==> src/rtl/slsr_pkg.sv <==
// Shared types and constants for the streaming literal search-and-replace block.
// No dependencies; every other file in rtl/ imports this package.
package slsr_pkg;

    // Largest supported pattern and replacement, in bytes.
    localparam int PATTERN_MAX_C = 8;
    localparam int REPL_MAX_C    = 8;

    // Width of a job's source byte vector (sized for the largest pattern).
    localparam int SRC_W = PATTERN_MAX_C * 8;

    // Depth of the job queue between front and back.
    localparam int QUEUE_DEPTH = 2;

    // Configuration port.
    localparam int CFG_IDX_W  = 2;
    localparam int CFG_DATA_W = 64;

    typedef enum logic [CFG_IDX_W-1:0] {
        CFG_PATTERN_BYTES      = 2'd0,
        CFG_PATTERN_LENGTH     = 2'd1,
        CFG_REPLACEMENT_BYTES  = 2'd2,
        CFG_REPLACEMENT_LENGTH = 2'd3
    } t_cfg_idx;

    typedef struct packed {
        logic [7:0] data_byte;
        logic       stream_end;
    } t_in_item;

    typedef struct packed {
        logic [7:0] out_byte;
        logic       run_last;
        logic       end_marker;
    } t_out_item;

    // One request's work for the back end: emit lit_cnt bytes from src, then the
    // replacement if repl is set. last marks the request that ends the stream.
    typedef struct packed {
        logic [SRC_W-1:0] src;
        logic [3:0]       lit_cnt;
        logic             repl;
        logic             last;
    } t_job;

endpackage

==> src/rtl/slsr_front.sv <==
// Front end: accepts input requests, runs the prefix search against the pattern
// and keeps the pending buffer. Depends on slsr_pkg.
module slsr_front #(
    parameter int PATTERN_MAX = slsr_pkg::PATTERN_MAX_C
) (
    input  logic                i_clk,
    input  logic                i_rst_n,
    input  logic [63:0]         i_pat,
    input  logic [3:0]          i_plen,
    input  logic                i_in_valid,
    output logic                o_in_ready,
    input  slsr_pkg::t_in_item  i_in_item,
    input  logic                i_full,
    output logic                o_push,
    output slsr_pkg::t_job      o_job
);
    import slsr_pkg::*;

    localparam int PD = (PATTERN_MAX > 1) ? PATTERN_MAX - 1 : 1;
    localparam int CW = (PATTERN_MAX > 1) ? $clog2(PATTERN_MAX) : 1;
    localparam int VW = PATTERN_MAX * 8;

    logic [7:0]       r_pend [PD];
    logic [7:0]       n_pend [PD];
    logic [CW-1:0]    r_pcnt;

    logic [3:0]       w_plen;
    logic [3:0]       w_pc;
    logic [3:0]       w_ntot;
    logic [3:0]       w_base;
    logic             w_flush;
    logic [VW-1:0]    w_srcv;
    logic [VW-1:0]    w_shift;
    logic [PATTERN_MAX-1:0] w_hit;
    logic [3:0]       w_ssel;
    logic             w_found;
    logic             w_full_match;
    logic [3:0]       w_kept;
    logic             w_last;

    assign w_plen  = (i_plen > 4'(PATTERN_MAX)) ? 4'(PATTERN_MAX) : i_plen;
    assign w_pc    = 4'(r_pcnt);
    assign w_ntot  = w_pc + 4'd1;
    assign w_flush = (w_pc >= w_plen);
    // After a flush of stale bytes only the new byte is searched.
    assign w_base  = w_flush ? w_pc : 4'd0;
    assign w_last  = i_in_item.stream_end;

    // Source bytes: pending bytes followed by the new byte.
    for (genvar g = 0; g < PATTERN_MAX; g++) begin : g_src
        if (g < PATTERN_MAX - 1) begin : g_pend
            assign w_srcv[8*g +: 8] = (4'(g) < w_pc) ? r_pend[g] : i_in_item.data_byte;
        end else begin : g_new
            assign w_srcv[8*g +: 8] = i_in_item.data_byte;
        end
    end

    // A start offset hits when every byte from it to the end equals the pattern prefix.
    always_comb begin
        w_hit = '0;
        for (int s = 0; s < PATTERN_MAX; s++) begin
            w_hit[s] = (w_plen != 4'd0) && (4'(s) >= w_base) && (4'(s) < w_ntot);
            for (int i = 0; i < PATTERN_MAX; i++) begin
                if (s + i < PATTERN_MAX) begin
                    if ((4'(s + i) < w_ntot) &&
                        (w_srcv[8*(s+i) +: 8] != i_pat[8*i +: 8])) begin
                        w_hit[s] = 1'b0;
                    end
                end
            end
        end
    end

    // Lowest hitting offset; everything before it leaves as literal bytes.
    always_comb begin
        w_ssel  = w_ntot;
        w_found = 1'b0;
        for (int s = PATTERN_MAX - 1; s >= 0; s--) begin
            if (w_hit[s]) begin
                w_ssel  = 4'(s);
                w_found = 1'b1;
            end
        end
    end

    assign w_full_match = w_found && ((w_ntot - w_ssel) == w_plen);
    assign w_kept       = (w_full_match || w_last) ? 4'd0 : (w_ntot - w_ssel);
    assign w_shift      = w_srcv >> {w_ssel, 3'b000};

    always_comb begin
        for (int i = 0; i < PD; i++) begin
            n_pend[i] = w_shift[8*i +: 8];
        end
    end

    assign o_in_ready = !i_full;
    assign o_push     = i_in_valid && !i_full;

    always_comb begin
        o_job.src     = SRC_W'(w_srcv);
        o_job.lit_cnt = (w_full_match || !w_last) ? w_ssel : w_ntot;
        o_job.repl    = w_full_match;
        o_job.last    = w_last;
    end

    always_ff @(posedge i_clk) begin
        if (!i_rst_n) begin
            r_pcnt <= '0;
        end else if (o_push) begin
            r_pcnt <= w_kept[CW-1:0];
        end
    end

    always_ff @(posedge i_clk) begin
        if (o_push) begin
            r_pend <= n_pend;
        end
    end

endmodule

==> src/rtl/slsr_queue.sv <==
// Short job queue that decouples the front end from the back end.
// Depends on slsr_pkg for the job type and depth.
module slsr_queue (
    input  logic            i_clk,
    input  logic            i_rst_n,
    input  logic            i_push,
    input  slsr_pkg::t_job  i_job,
    output logic            o_full,
    input  logic            i_pop,
    output logic            o_valid,
    output slsr_pkg::t_job  o_head
);
    import slsr_pkg::*;

    localparam int PW = (QUEUE_DEPTH > 1) ? $clog2(QUEUE_DEPTH) : 1;
    localparam int CNT_W = $clog2(QUEUE_DEPTH + 1);

    t_job              r_mem [QUEUE_DEPTH];
    logic [PW-1:0]     r_wptr;
    logic [PW-1:0]     r_rptr;
    logic [CNT_W-1:0]  r_cnt;

    assign o_full  = (r_cnt == CNT_W'(QUEUE_DEPTH));
    assign o_valid = (r_cnt != '0);
    assign o_head  = r_mem[r_rptr];

    always_ff @(posedge i_clk) begin
        if (!i_rst_n) begin
            r_wptr <= '0;
            r_rptr <= '0;
            r_cnt  <= '0;
        end else begin
            if (i_push) begin
                r_wptr <= (r_wptr == PW'(QUEUE_DEPTH - 1)) ? '0 : r_wptr + 1'b1;
            end
            if (i_pop) begin
                r_rptr <= (r_rptr == PW'(QUEUE_DEPTH - 1)) ? '0 : r_rptr + 1'b1;
            end
            if (i_push && !i_pop) begin
                r_cnt <= r_cnt + 1'b1;
            end else if (!i_push && i_pop) begin
                r_cnt <= r_cnt - 1'b1;
            end
        end
    end

    always_ff @(posedge i_clk) begin
        if (i_push) begin
            r_mem[r_wptr] <= i_job;
        end
    end

    a_no_push_full: assert property (@(posedge i_clk) disable iff (!i_rst_n)
        !(i_push && o_full))
        else $error("queue written while full");

    a_no_pop_empty: assert property (@(posedge i_clk) disable iff (!i_rst_n)
        !(i_pop && !o_valid))
        else $error("queue read while empty");

endmodule

==> src/rtl/slsr_back.sv <==
// Back end: plays out each queued job one result byte per cycle into an output
// register, unless the output stalls. Depends on slsr_pkg.
module slsr_back (
    input  logic                i_clk,
    input  logic                i_rst_n,
    input  logic [63:0]         i_repl,
    input  logic [3:0]          i_rlen,
    input  logic                i_head_valid,
    input  slsr_pkg::t_job      i_head,
    output logic                o_pop,
    output logic                o_out_valid,
    input  logic                i_out_ready,
    output slsr_pkg::t_out_item o_out_item
);
    import slsr_pkg::*;

    logic [3:0]  r_idx;
    logic [3:0]  n_idx;
    logic        r_out_valid;
    logic        n_out_valid;
    t_out_item   r_out_item;
    t_out_item   n_out_item;

    logic [3:0]  w_rlen;
    logic [4:0]  w_total;
    logic        w_take;
    logic        w_final;
    logic [3:0]  w_ridx;

    assign w_rlen  = (i_rlen > 4'(REPL_MAX_C)) ? 4'(REPL_MAX_C) : i_rlen;
    assign w_total = {1'b0, i_head.lit_cnt} + (i_head.repl ? {1'b0, w_rlen} : 5'd0);
    assign w_take  = i_head_valid && (!r_out_valid || i_out_ready);
    assign w_final = ({1'b0, r_idx} + 5'd1 == w_total);
    assign w_ridx  = r_idx - i_head.lit_cnt;

    assign o_pop = w_take && ((w_total == 5'd0) || w_final);

    always_comb begin
        n_idx       = r_idx;
        n_out_valid = r_out_valid && !i_out_ready;
        n_out_item  = r_out_item;
        if (w_take && (w_total != 5'd0)) begin
            n_out_valid = 1'b1;
            if (r_idx < i_head.lit_cnt) begin
                n_out_item.out_byte = i_head.src[8*r_idx[2:0] +: 8];
            end else begin
                n_out_item.out_byte = i_repl[8*w_ridx[2:0] +: 8];
            end
            n_out_item.run_last   = w_final;
            n_out_item.end_marker = w_final && i_head.last;
            n_idx = w_final ? 4'd0 : r_idx + 4'd1;
        end
    end

    always_ff @(posedge i_clk) begin
        if (!i_rst_n) begin
            r_idx       <= '0;
            r_out_valid <= 1'b0;
        end else begin
            r_idx       <= n_idx;
            r_out_valid <= n_out_valid;
        end
    end

    always_ff @(posedge i_clk) begin
        r_out_item <= n_out_item;
    end

    assign o_out_valid = r_out_valid;
    assign o_out_item  = r_out_item;

    a_end_is_run_last: assert property (@(posedge i_clk) disable iff (!i_rst_n)
        (r_out_valid && r_out_item.end_marker) |-> r_out_item.run_last)
        else $error("end marker without run_last");

    a_job_held_mid_run: assert property (@(posedge i_clk) disable iff (!i_rst_n)
        (r_idx != 4'd0) |-> i_head_valid)
        else $error("job vanished in the middle of its run");

    a_pop_closes_run: assert property (@(posedge i_clk) disable iff (!i_rst_n)
        (o_pop && (w_total != 5'd0)) |=> (r_out_valid && r_out_item.run_last))
        else $error("job retired without its last result");

endmodule

==> src/rtl/streaming_literal_search_replace.sv <==
// Top level of the streaming literal search-and-replace block: configuration
// registers and the front end, job queue and back end. Depends on slsr_pkg.
//
//   Channel   Direction  Handshake                   Payload
//   cfg       in         i_cfg_we                    i_cfg_idx, i_cfg_data
//   in        in         i_in_valid / o_in_ready     i_in_item (t_in_item)
//   out       out        o_out_valid / i_out_ready   o_out_item (t_out_item)
//
// The front end takes one request per cycle while the two-entry job queue has
// room. The back end sends one result byte per cycle while the output is not
// stalled. The first result of a request passes through the job queue and then
// the output register; earlier jobs in the queue or a stalled output can hold it.
// Reset is synchronous and active low; it clears the configuration registers, the
// queue, the pending count and the back end's index and output valid. A stalled
// output holds the back end, and the queue fills before o_in_ready drops.
module streaming_literal_search_replace #(
    parameter int PATTERN_MAX = slsr_pkg::PATTERN_MAX_C
) (
    input  logic                               i_clk,
    input  logic                               i_rst_n,
    input  logic                               i_cfg_we,
    input  logic [slsr_pkg::CFG_IDX_W-1:0]     i_cfg_idx,
    input  logic [slsr_pkg::CFG_DATA_W-1:0]    i_cfg_data,
    input  logic                               i_in_valid,
    output logic                               o_in_ready,
    input  slsr_pkg::t_in_item                 i_in_item,
    output logic                               o_out_valid,
    input  logic                               i_out_ready,
    output slsr_pkg::t_out_item                o_out_item
);
    import slsr_pkg::*;

    // Configuration registers. The user must change them only while the block is idle;
    // the block does not enforce this, and the front and back ends read them directly.
    logic [63:0] r_pat;
    logic [3:0]  r_plen;
    logic [63:0] r_repl;
    logic [3:0]  r_rlen;

    logic  w_push;
    logic  w_full;
    logic  w_pop;
    logic  w_head_valid;
    t_job  w_job;
    t_job  w_head;

    always_ff @(posedge i_clk) begin
        if (!i_rst_n) begin
            r_pat  <= '0;
            r_plen <= '0;
            r_repl <= '0;
            r_rlen <= '0;
        end else if (i_cfg_we) begin
            unique case (t_cfg_idx'(i_cfg_idx))
                CFG_PATTERN_BYTES:      r_pat  <= i_cfg_data;
                CFG_PATTERN_LENGTH:     r_plen <= i_cfg_data[3:0];
                CFG_REPLACEMENT_BYTES:  r_repl <= i_cfg_data;
                CFG_REPLACEMENT_LENGTH: r_rlen <= i_cfg_data[3:0];
                default: ;
            endcase
        end
    end

    // The front end decides, for each request, which buffered bytes leave as
    // literals and whether the replacement follows; it keeps the rest pending.
    slsr_front #(
        .PATTERN_MAX (PATTERN_MAX)
    ) u_front (
        .i_clk      (i_clk),
        .i_rst_n    (i_rst_n),
        .i_pat      (r_pat),
        .i_plen     (r_plen),
        .i_in_valid (i_in_valid),
        .o_in_ready (o_in_ready),
        .i_in_item  (i_in_item),
        .i_full     (w_full),
        .o_push     (w_push),
        .o_job      (w_job)
    );

    // The queue lets the front end keep accepting while results drain.
    slsr_queue u_queue (
        .i_clk   (i_clk),
        .i_rst_n (i_rst_n),
        .i_push  (w_push),
        .i_job   (w_job),
        .o_full  (w_full),
        .i_pop   (w_pop),
        .o_valid (w_head_valid),
        .o_head  (w_head)
    );

    // The back end expands each job into result bytes through an output register.
    slsr_back u_back (
        .i_clk        (i_clk),
        .i_rst_n      (i_rst_n),
        .i_repl       (r_repl),
        .i_rlen       (r_rlen),
        .i_head_valid (w_head_valid),
        .i_head       (w_head),
        .o_pop        (w_pop),
        .o_out_valid  (o_out_valid),
        .i_out_ready  (i_out_ready),
        .o_out_item   (o_out_item)
    );

endmodule
==> config.mk <==
export PLATFORM = sky130hd
export DESIGN_NAME = streaming_literal_search_replace
export DESIGN_NICKNAME = d
export VERILOG_FILES = /design/src/rtl/slsr_pkg.sv /design/src/rtl/slsr_front.sv /design/src/rtl/slsr_queue.sv /design/src/rtl/slsr_back.sv /design/src/rtl/streaming_literal_search_replace.sv
export SDC_FILE = /design/constraint.sdc
export NUM_CORES = 1
export LEC_CHECK = 0
export BUFFER_PORTS_ARGS = -buffer_cell sky130_fd_sc_hd__buf_4
export CAP_MARGIN = 20
export CORE_UTILIZATION = 25
export CTS_BUF_LIST = sky130_fd_sc_hd__clkbuf_8 sky130_fd_sc_hd__clkbuf_16
export CTS_CLUSTER_SIZE = 12
export DETAILED_ROUTE_END_ITERATION = 7
export SLEW_MARGIN = 40
export SYNTH_ARGS = -nofsm -noshare
export SYNTH_HDL_FRONTEND = slang
export SYNTH_HIERARCHICAL = 1
export SYNTH_SLANG_ARGS = --single-unit
==> constraint.sdc <==
create_clock -name i_clk -period 13.96 [get_ports i_clk]
set_input_delay 2.792 -clock i_clk [delete_from_list [all_inputs] [get_ports i_clk]]
set_output_delay 2.792 -clock i_clk [all_outputs]
set_load 0.02 [all_outputs]
# After elaboration in Yosys (flattened, before gate mapping)

Memories as Yosys holds them, arrays and structs flattened. A register that Yosys moved wholly into a read port is not among the register bits.
Index checks and enable logic that the tools add are counted.

Register bits: 214
Memory bits (writable): 140
Input bits: 80
Output and inout port bits: 12
Word-level logic and storage cells: 260
Memories: 1

Memory list:

| name          | words | bits a word | read ports | clocked after Yosys merged registers in | wr ports | line             | text |
|---|---|---|---|---|---|---|---|
| u_queue.r_mem | 2     | 70          | 1          | 1                                       | 1        | slsr_queue.sv:18 | `t_job r_mem [QUEUE_DEPTH];` |

Add/subtract/negate cells: 10
Order comparisons: 27
Equal/unequal tests: 42
Shift-type cells: 3
Mux-type cells: 76
Reductions and logical operators: 81

Operators by type and width:

| kind                                                                                | number |
|---|---|
| 8-bit inequality test                                                               | 36 |
| 64-bit by 7-bit indexed part select with 8-bit output                               | 2 |
| 8-bit 2-to-1 mux                                                                    | 8 |
| 64-bit by 7-bit >> shifter with 56-bit output                                       | 1 |
| 1-bit logical AND                                                                   | 61 |
| 4-bit 2-to-1 mux                                                                    | 13 |
| 1-bit 2-to-1 mux                                                                    | 51 |
| 3-bit by 4-bit greater-or-equal comparator with 1-bit output (first input constant) | 4 |
| 3-bit by 4-bit less-than comparator with 1-bit output (first input constant)        | 4 |
| 3-bit less-than comparator (first input constant)                                   | 3 |
| 1-bit by 4-bit greater-or-equal comparator with 1-bit output (first input constant) | 2 |
| 2-bit by 4-bit greater-or-equal comparator with 1-bit output (first input constant) | 2 |
| 4-bit > comparator (second input constant)                                          | 2 |
| 1-bit by 4-bit less-than comparator with 1-bit output (first input constant)        | 2 |
| 2-bit by 4-bit less-than comparator with 1-bit output (first input constant)        | 2 |
| 2-bit AND reduction                                                                 | 4 |
| 2-bit == test (second input constant)                                               | 3 |
| 1-bit zero test                                                                     | 6 |
| 1-bit by 3-bit less-than comparator with 1-bit output (first input constant)        | 2 |
| 2-bit by 3-bit less-than comparator with 1-bit output (first input constant)        | 2 |
| 3-bit 2-to-1 mux                                                                    | 2 |
| 4-bit by 1-bit adder with 5-bit output (second input constant)                      | 1 |
| 4-bit by 4-bit adder with 5-bit output                                              | 1 |
| 5-bit == test                                                                       | 1 |
| other kinds (18)                                                                    | 24 |

# Longest topological paths before layout

Gate-level depths: netlist of the first run.

Word-level depth: 21
Depth in mapped cells: 26
Gate-level depth less buffers: 21

# Cells and area by module

Netlist of the first run, hierarchy kept.

Modules (own cells, without submodules):

| module                           | instances | cells each | area each (um2) | seq. area each (um2) |
|---|---|---|---|---|
| slsr_front                       | 1         | 1352       | 10475.0         | 1741.7 |
| slsr_queue                       | 1         | 240        | 5297.6          | 4304.1 |
| streaming_literal_search_replace | 1         | 512        | 5163.7          | 2722.6 |
| slsr_back                        | 1         | 168        | 1996.9          | 400.4 |

# Worst setup path after synthesis of the first run

Ideal clock, no wire load.

Path type: input port to flip-flop
Start: input i_in_valid
End: memory u_queue/r_mem[0][0] (netlist bit), enable pin
Library setup time: 508 ps
Arrival time: 7332 ps
Data required time: 13452 ps
Setup slack: 6120 ps
Stages: 3
Path buffers: 0
Cell sequence: nand2_1 -> inv_1 -> nor2b_1

Cells in the longest elaborated chain, start to end: 3

RTL lines:

| what                                   | line                                   | text |
|---|---|---|
| start, declared                        | streaming_literal_search_replace.sv:24 | `input logic i_in_valid,` |
| 1-bit logical AND                      | slsr_front.sv:97                       | `assign o_push = i_in_valid && !i_full;` |
| via w_push                             | streaming_literal_search_replace.sv:40 | `logic w_push;` |
| 1-bit 2-to-1 mux                       | slsr_queue.sv:48                       | `if (i_push) begin` |
| 1-bit 2-to-1 mux (implied by the code) | slsr_queue.sv:49                       | `r_mem[r_wptr] <= i_job;` |
| end, declared                          | slsr_queue.sv:18                       |  |

The timed path passes the listed nets, and every way through them passes these cells.

==> flow_summary.yaml, run 1 <==
drt:
  firstDrtPassIters: 8
  drc: 1
  routedWlPerCell_um: 25.7
  drt_iter0_markers: 2660
  viasPerCell: 5.44
  vias: 18700
  ant_nets: 0
  routed_wirelength_um: 88700
global_routing:
  antenna_found_initial: 5
  grt_pass1_wl_um: 127000
  grt_max_degree: 90
  grtUsageTotal: 0.185
  grt_pass1_vias: 17800
  grt_overflow: 0
power_and_ir_drop:
  total_power_mw: 3.17
  power_leakage_nw: 9.33
  ir_drop_v: 0.0000783
  p_per_area_nw_per_um2: 124
yosys:
  ys_ff_latch: 355
  synthesis.nets: 2372
  synthesis.area_um2: 22900
  synthArstFlopShare: 0
  synth_cells: 2272
  syn_area_per_cell_um2: 10.1
  ys_types: 107
  synth_flop_cell: "edfxtp_1"
  synth_top_area_frac: 0.270
  post-synth-top-area-cell: "edfxtp_1"
  yosysSeqAreaShare: 0.400
  synth.area.top_cells: "edfxtp_1, dfxtp_1, mux2i_1"
  synth-edff-count: 206
  ys_warn_count: 6
timing:
  final.setup.tns_ns: 0
  fmax_mhz: 125
  whs_ns: 0.460
  finalCritPeriodShare: 0.575
  max_slew_margin: 0.360
  slew_violations: 0
  setup_violations: 0
  period_needed_ns: 8.03
  setup_slack_ns: 5.93
  rsz0062_at_grt: "no"
  worstMarginPinSlew_ns: 0.933
  hold_viol_final: 0
  skew_ns: 0.0294
hold_path:
  min_path_type: "reg -> reg"
  hold_path_depth: 2
setup_path:
  cp.arrival_ns: 8.32
  critPathRequiredTime_ns: 14.25
  cp_max_fo: 73
  crit_type: "in -> reg"
  cp-end-kind: "flop"
  worstRegToRegCells: 21
  start_kind: "primary input"
layout:
  drive_above_1_share: 0.164
  num-nets-final: 2348
  areaGrowthSynthToFinish_pct: 11.6
  diodes: 0
cts:
  clock_path_buffers: 3
  postCtsSetupRepairBufs: 0
  cts_made_buffers: 39
  clk_pin_slew_ns: 0.05
  cts_resized: 0
  h-tree-depth: 2
  cts_tree: "yes"
  ctsHoldBuffers: 0
  cts_root_buf: "clkbuf_16"
  clkSinkCount: 355
  clock_latency_ns: 0.59
floorplan:
  pin_count: 92
  core_region_area_um2: 90400
  fp.dieH_um: 305
  die_w_um: 305
  start_util: 0.254
  std_cell_rows: 110
  die_area_um2: 92900
place:
  pre_cts_ws_ns: 5.31
  io_buffer_count: 91
  dp_hpwl_um: 63600
  gp_congestion: 1.09
run_status:
  violations: "DRC"
  run_status: "finished, violations left"
run:
  cap_viol_max_count: 0
[where the power goes]
group | switching, mW | leakage (nW) | total, mW | internal (mW)
clock network | 0.425 | 0.623 | 0.983 | 0.558
logic | 0.476 | 5.56 | 0.812 | 0.336
registers | 0.112 | 3.16 | 1.37 | 1.26
[final cells by class]
cell class	instances	area, um^2
inverters	108	405
fillers	9431	64800
clock buffers	44	1060
flip-flops and latches	355	9170
multi-input cells	1603	12300
repair buffers	141	1100
well taps	1176	1470
clock inverters	20	139
[state kept, by name (all words and copies together) (netlist names), 2 cells and up, named ones only]
register and cells:
r_rlen 4, u_queue/r_mem 140, u_front/r_pend 56, r_plen 4, r_repl 64, u_back/r_idx 4, u_queue/r_cnt 2, r_pat 64
u_back/o_out_item 10, u_front/r_pcnt 3
[worst max-delay path: stages]
cell and delay, ns:
buf_4 0.37, inv_1 0.19, a2111oi_1 0.61, a32oi_1 0.11
o41ai_1 0.75, and3_1 0.29, nand3_2 0.18, a21oi_4 0.36
nand2_8 0.34, inv_2 0.40, ha_1 0.21, inv_1 0.06
fa_1 0.38, xnor2_1 0.26, xnor2_1 0.15, nand4_1 0.13
a41oi_2 0.30, nor2b_1 0.18, nand2_1 0.10, o21ai_1 0.08
[cell usage after synthesis, types with 59 or more instances]
library cell and instances:
nor2_1 59, xor2_1 104, nor3_1 74, mux2i_1 195
edfxtp_1 206, nand2_1 267, buf_2 59, inv_1 102
xnor2_1 133, clkbuf_1 86, mux2_2 75, dfxtp_1 149
a21oi_1 84
[worst paths after layout]
check / end / slack [ns] / startpoint
max reg2reg: u_queue/r_mem[0][3] / 7.21 / u_front/r_pcnt[2]
min: r_repl[12] / 0.46 / r_repl[12]
max: u_queue/r_mem[0][3] / 5.93 / i_in_item[6]
min reg2reg: r_repl[12] / 0.46 / r_repl[12]
[metrics by stage]
stage	util	instance area, um^2	cells
after floorplan	-	22900	2272
after global placement	0.269	24300	3381
after detailed placement	0.270	24400	3383
after CTS	0.283	25600	3447
after global routing	0.283	25600	3447
final	0.283	25600	3447
[cells by family (layout without fill, tap and decap cells)]
family	count (synthesis)	after routing	synth area share
xor gates and xnor gates	238	238	0.0915
and+or+nand+nor	657	657	0.143
adders and majority gates	21	21	0.0123
muxes	313	313	0.163
buffers and inverters	314	313	0.0694
AOI/OAI and AO/OA	374	374	0.120
DFF	355	355	0.400
[per-layer routing]
metal,GRT usage,part of all wire,up-vias
met1,0.236,0.40,9084
met5,0,0.00043,-
met3,0.0434,0.099,325
met4,0.101,0.063,6
met2,0.286,0.44,1191
li1,-,-,8140
[cells in the final DEF, fill, tap and decap left out, types with 20 or more instances in the layout]
cell type / Yosys / layout
a211oi_1: 20 / 20
a21oi_1: 84 / 84
and2_1: 22 / 22
buf_4: 18 / 135
clkbuf_16: 0 / 40
dfxtp_1: 149 / 145
edfxtp_1: 206 / 206
inv_1: 102 / 112
mux2_2: 75 / 75
mux2i_1: 195 / 192
mux4_2: 32 / 32
nand2_1: 267 / 267
nand3_1: 27 / 27
nand4_1: 24 / 24
nor2_1: 59 / 59
nor2b_1: 49 / 48
nor3_1: 74 / 73
nor4_1: 38 / 36
o21ai_0: 38 / 32
o221ai_1: 26 / 26
xnor2_1: 133 / 133
xor2_1: 104 / 104
Power figures use the tool's default switching activity.
==> run 2, diff against run 1 <==
ABC_AREA = 1   (was default)
clock period = 7.5 ns   (was 13.96 ns; I/O delays follow)
==> flow_summary.yaml, run 2 <==
setup_path:
  crit_path_top_delay_cell: "inv_1"
  start_kind: "primary input"
  critPathRequiredTime_ns: 7.80
  max_stage_delay_ns: 0.50
  timing.rr.start: "u_front/r_pcnt[2]"
  worstRegToRegCells: 25
  crit_top_cell: "nand2_1"
  cp-startpoint: "i_in_item[3]"
  crit_end: "u_queue/r_mem[0][3]"
  crit_type: "in -> reg"
  cp_max_fo: 15
  cp-end-kind: "flop"
  r2r-end: "u_queue/r_mem[0][3]"
  cp.arrival_ns: 6.29
  reg2reg_setup_slack_ns: 1.55
yosys:
  synth.area.top_cells: "edfxtp_1, nand2_1, dfxtp_1"
  ys_ff_latch: 355
  syn_area_per_cell_um2: 7.19
  synthesis.area_um2: 23900
  synth_flop_cell: "edfxtp_1"
  yosysSeqAreaShare: 0.383
  synthesis.nets: 3425
  post-synth-top-area-cell: "edfxtp_1"
  synth_cells: 3325
  netlist_top_cells_count: "nand2_1, nor2_1, inv_1"
  synth-edff-count: 206
  yosysMostFrequentCell: "nand2_1"
  synth_top_area_frac: 0.259
  synthArstFlopShare: 0
  ys_warn_count: 6
  ys_types: 49
floorplan:
  core_region_area_um2: 94900
  start_util: 0.252
  std_cell_rows: 113
  die_w_um: 311
  fp.dieH_um: 311
  die_area_um2: 96900
  pin_count: 92
hold_path:
  min_path_type: "reg -> reg"
layout:
  num-nets-final: 3431
  regMostFlops: "u_queue/r_mem"
  reg.largest.list: "u_queue/r_mem (140), r_pat (64), r_repl (64)"
  largest_reg_flops: 140
  areaGrowthSynthToFinish_pct: 12.3
  layout_commonest_cell: "nand2_1"
  layout_common_cells: "nand2_1, nor2_1, inv_1"
  drive_above_1_share: 0.113
  fin_util: 0.283
timing:
  skew_ns: 0.0455
  worstMarginPinSlew_ns: 0.862
  setup_violations: 0
  rsz0062_at_grt: "no"
  whs_ns: 0.508
  final.setup.tns_ns: 0
  max_slew_margin: 0.426
  period_needed_ns: 5.99
  hold_viol_final: 0
  finalCritPeriodShare: 0.798
  fmax_mhz: 167
  slew_violations: 0
global_routing:
  antenna_found_initial: 3
  grt_max_degree: 114
  grt_overflow: 0
  grtUsageTotal: 0.207
  grt_pass1_vias: 21500
  grt_pass1_wl_um: 148000
cts:
  clock_path_buffers: 3
  cts_tree: "yes"
  clock_latency_ns: 0.60
  cts_resized: 0
  cts_root_buf: "clkbuf_16"
  h-tree-depth: 2
  clkSinkCount: 355
  postCtsSetupRepairBufs: 0
  cts_made_buffers: 41
  ctsHoldBuffers: 0
  clk_pin_slew_ns: 0.06
drt:
  firstDrtPassIters: 6
  routed_wirelength_um: 103000
  ant_nets: 0
  routedWlPerCell_um: 22.2
  vias: 23000
  viasPerCell: 4.97
  drc: 0
  drt_iter0_markers: 2617
place:
  gp_congestion: 1.04
  io_buffer_count: 91
  dp_hpwl_um: 76600
power_and_ir_drop:
  seqPwrFrac: 0.365
  p_per_area_nw_per_um2: 262
  power_leakage_nw: 11.7
  switching_share: 0.381
  ir_drop_v: 0.000147
  p_clk_frac: 0.287
  p_int_mw: 4.35
  power_frac_comb: 0.348
  p_sw_mw: 2.68
run_status:
  run_status: "finished, final reports clean"
run:
  cap_viol_max_count: 0
-- run 2: cell types whose count changed after synthesis, moves of 46 or more --
cell and delta:
nand2_1 +786, o21ai_0 +57, clkbuf_1 -51, mux2_2 -75
nor3_1 -46, mux2_4 +70, nor2b_1 -49, mux2i_1 -195
nand3_1 +231, inv_1 +195, nor2_1 +405, xnor2_1 -110
-- run 2: layout make-up --
| type | instances | area [um^2] |
|---|---|---|
| Multi-Input combinational cell | 2467 | 12400 |
| Fill cell | 10300 | 68000 |
| Tap cell | 1265 | 1580 |
| Sequential cell | 355 | 9170 |
| Timing Repair Buffer | 135 | 1050 |
| Clock buffer | 45 | 1080 |
| Antenna cell | 2 | 5.00 |
| Clock inverter | 30 | 269 |
| Inverter | 331 | 1250 |
-- run 2: how the worst min path moves through the flow --
stage,endpoint,from,cells after the start
after CTS,r_repl[11],r_repl[11],4
after floorplan,r_pat[0],r_pat[0],2
after global routing,u_queue/r_rptr,u_queue/r_rptr,2
final,r_repl[17],r_repl[17],4
after detailed placement,flop,u_queue/r_rptr,2
after global placement,r_pat[2],r_pat[2],2
-- run 2: layer usage --
layer,global-route usage,share of wire
met2,0.331,0.45
met3,0.0381,0.087
met1,0.267,0.41
met5,0,0.00013
met4,0.104,0.055
-- run 2: cells by family after synthesis --
logic type | Yosys count | synth area share
buffers and inverters | 503 | 0.0987
multiplexers | 70 | 0.0440
flip-flops | 355 | 0.383
XOR/XNOR | 113 | 0.0422
AO/OA/AOI/OAI | 340 | 0.0886
adder cells (fa/ha/maj) | 20 | 0.0114
AND/OR/NAND/NOR | 1924 | 0.332
-- run 2: worst max-delay path, delay by kind of cell --
kind,cells,cell delay (ns)
and+or+nand+nor,16,2.02
buffers and inverters,5,1.12
AOI/OAI and AO/OA,4,0.73
adders and majority gates,2,0.53
xor gates and xnor gates,2,0.36
-- run 2: power groups by stage --
stage | Combinational, mW | Sequential [mW] | Clock, mW
detailed placement | 2.41 | 2.60 | 0
global route | 2.63 | 2.59 | 2.12
finish | 2.45 | 2.56 | 2.02
global placement | 2.40 | 2.60 | 0
floorplan | 1.61 | 2.56 | 0
CTS | 2.42 | 2.56 | 2.06
-- run 2: through the flow --
step | std cells | area [um^2] | total power, mW | setup WS [ns]
after global routing | 4629 | 26800 | 7.34 | 1.27
final | 4630 | 26800 | 7.03 | 1.51
after CTS | 4628 | 26800 | 7.04 | 1.70
after global placement | 4552 | 25500 | 5.00 | 0.967
after floorplan | 3325 | 23900 | 4.17 | 1.12
after detailed placement | 4553 | 25500 | 5.01 | 1.11
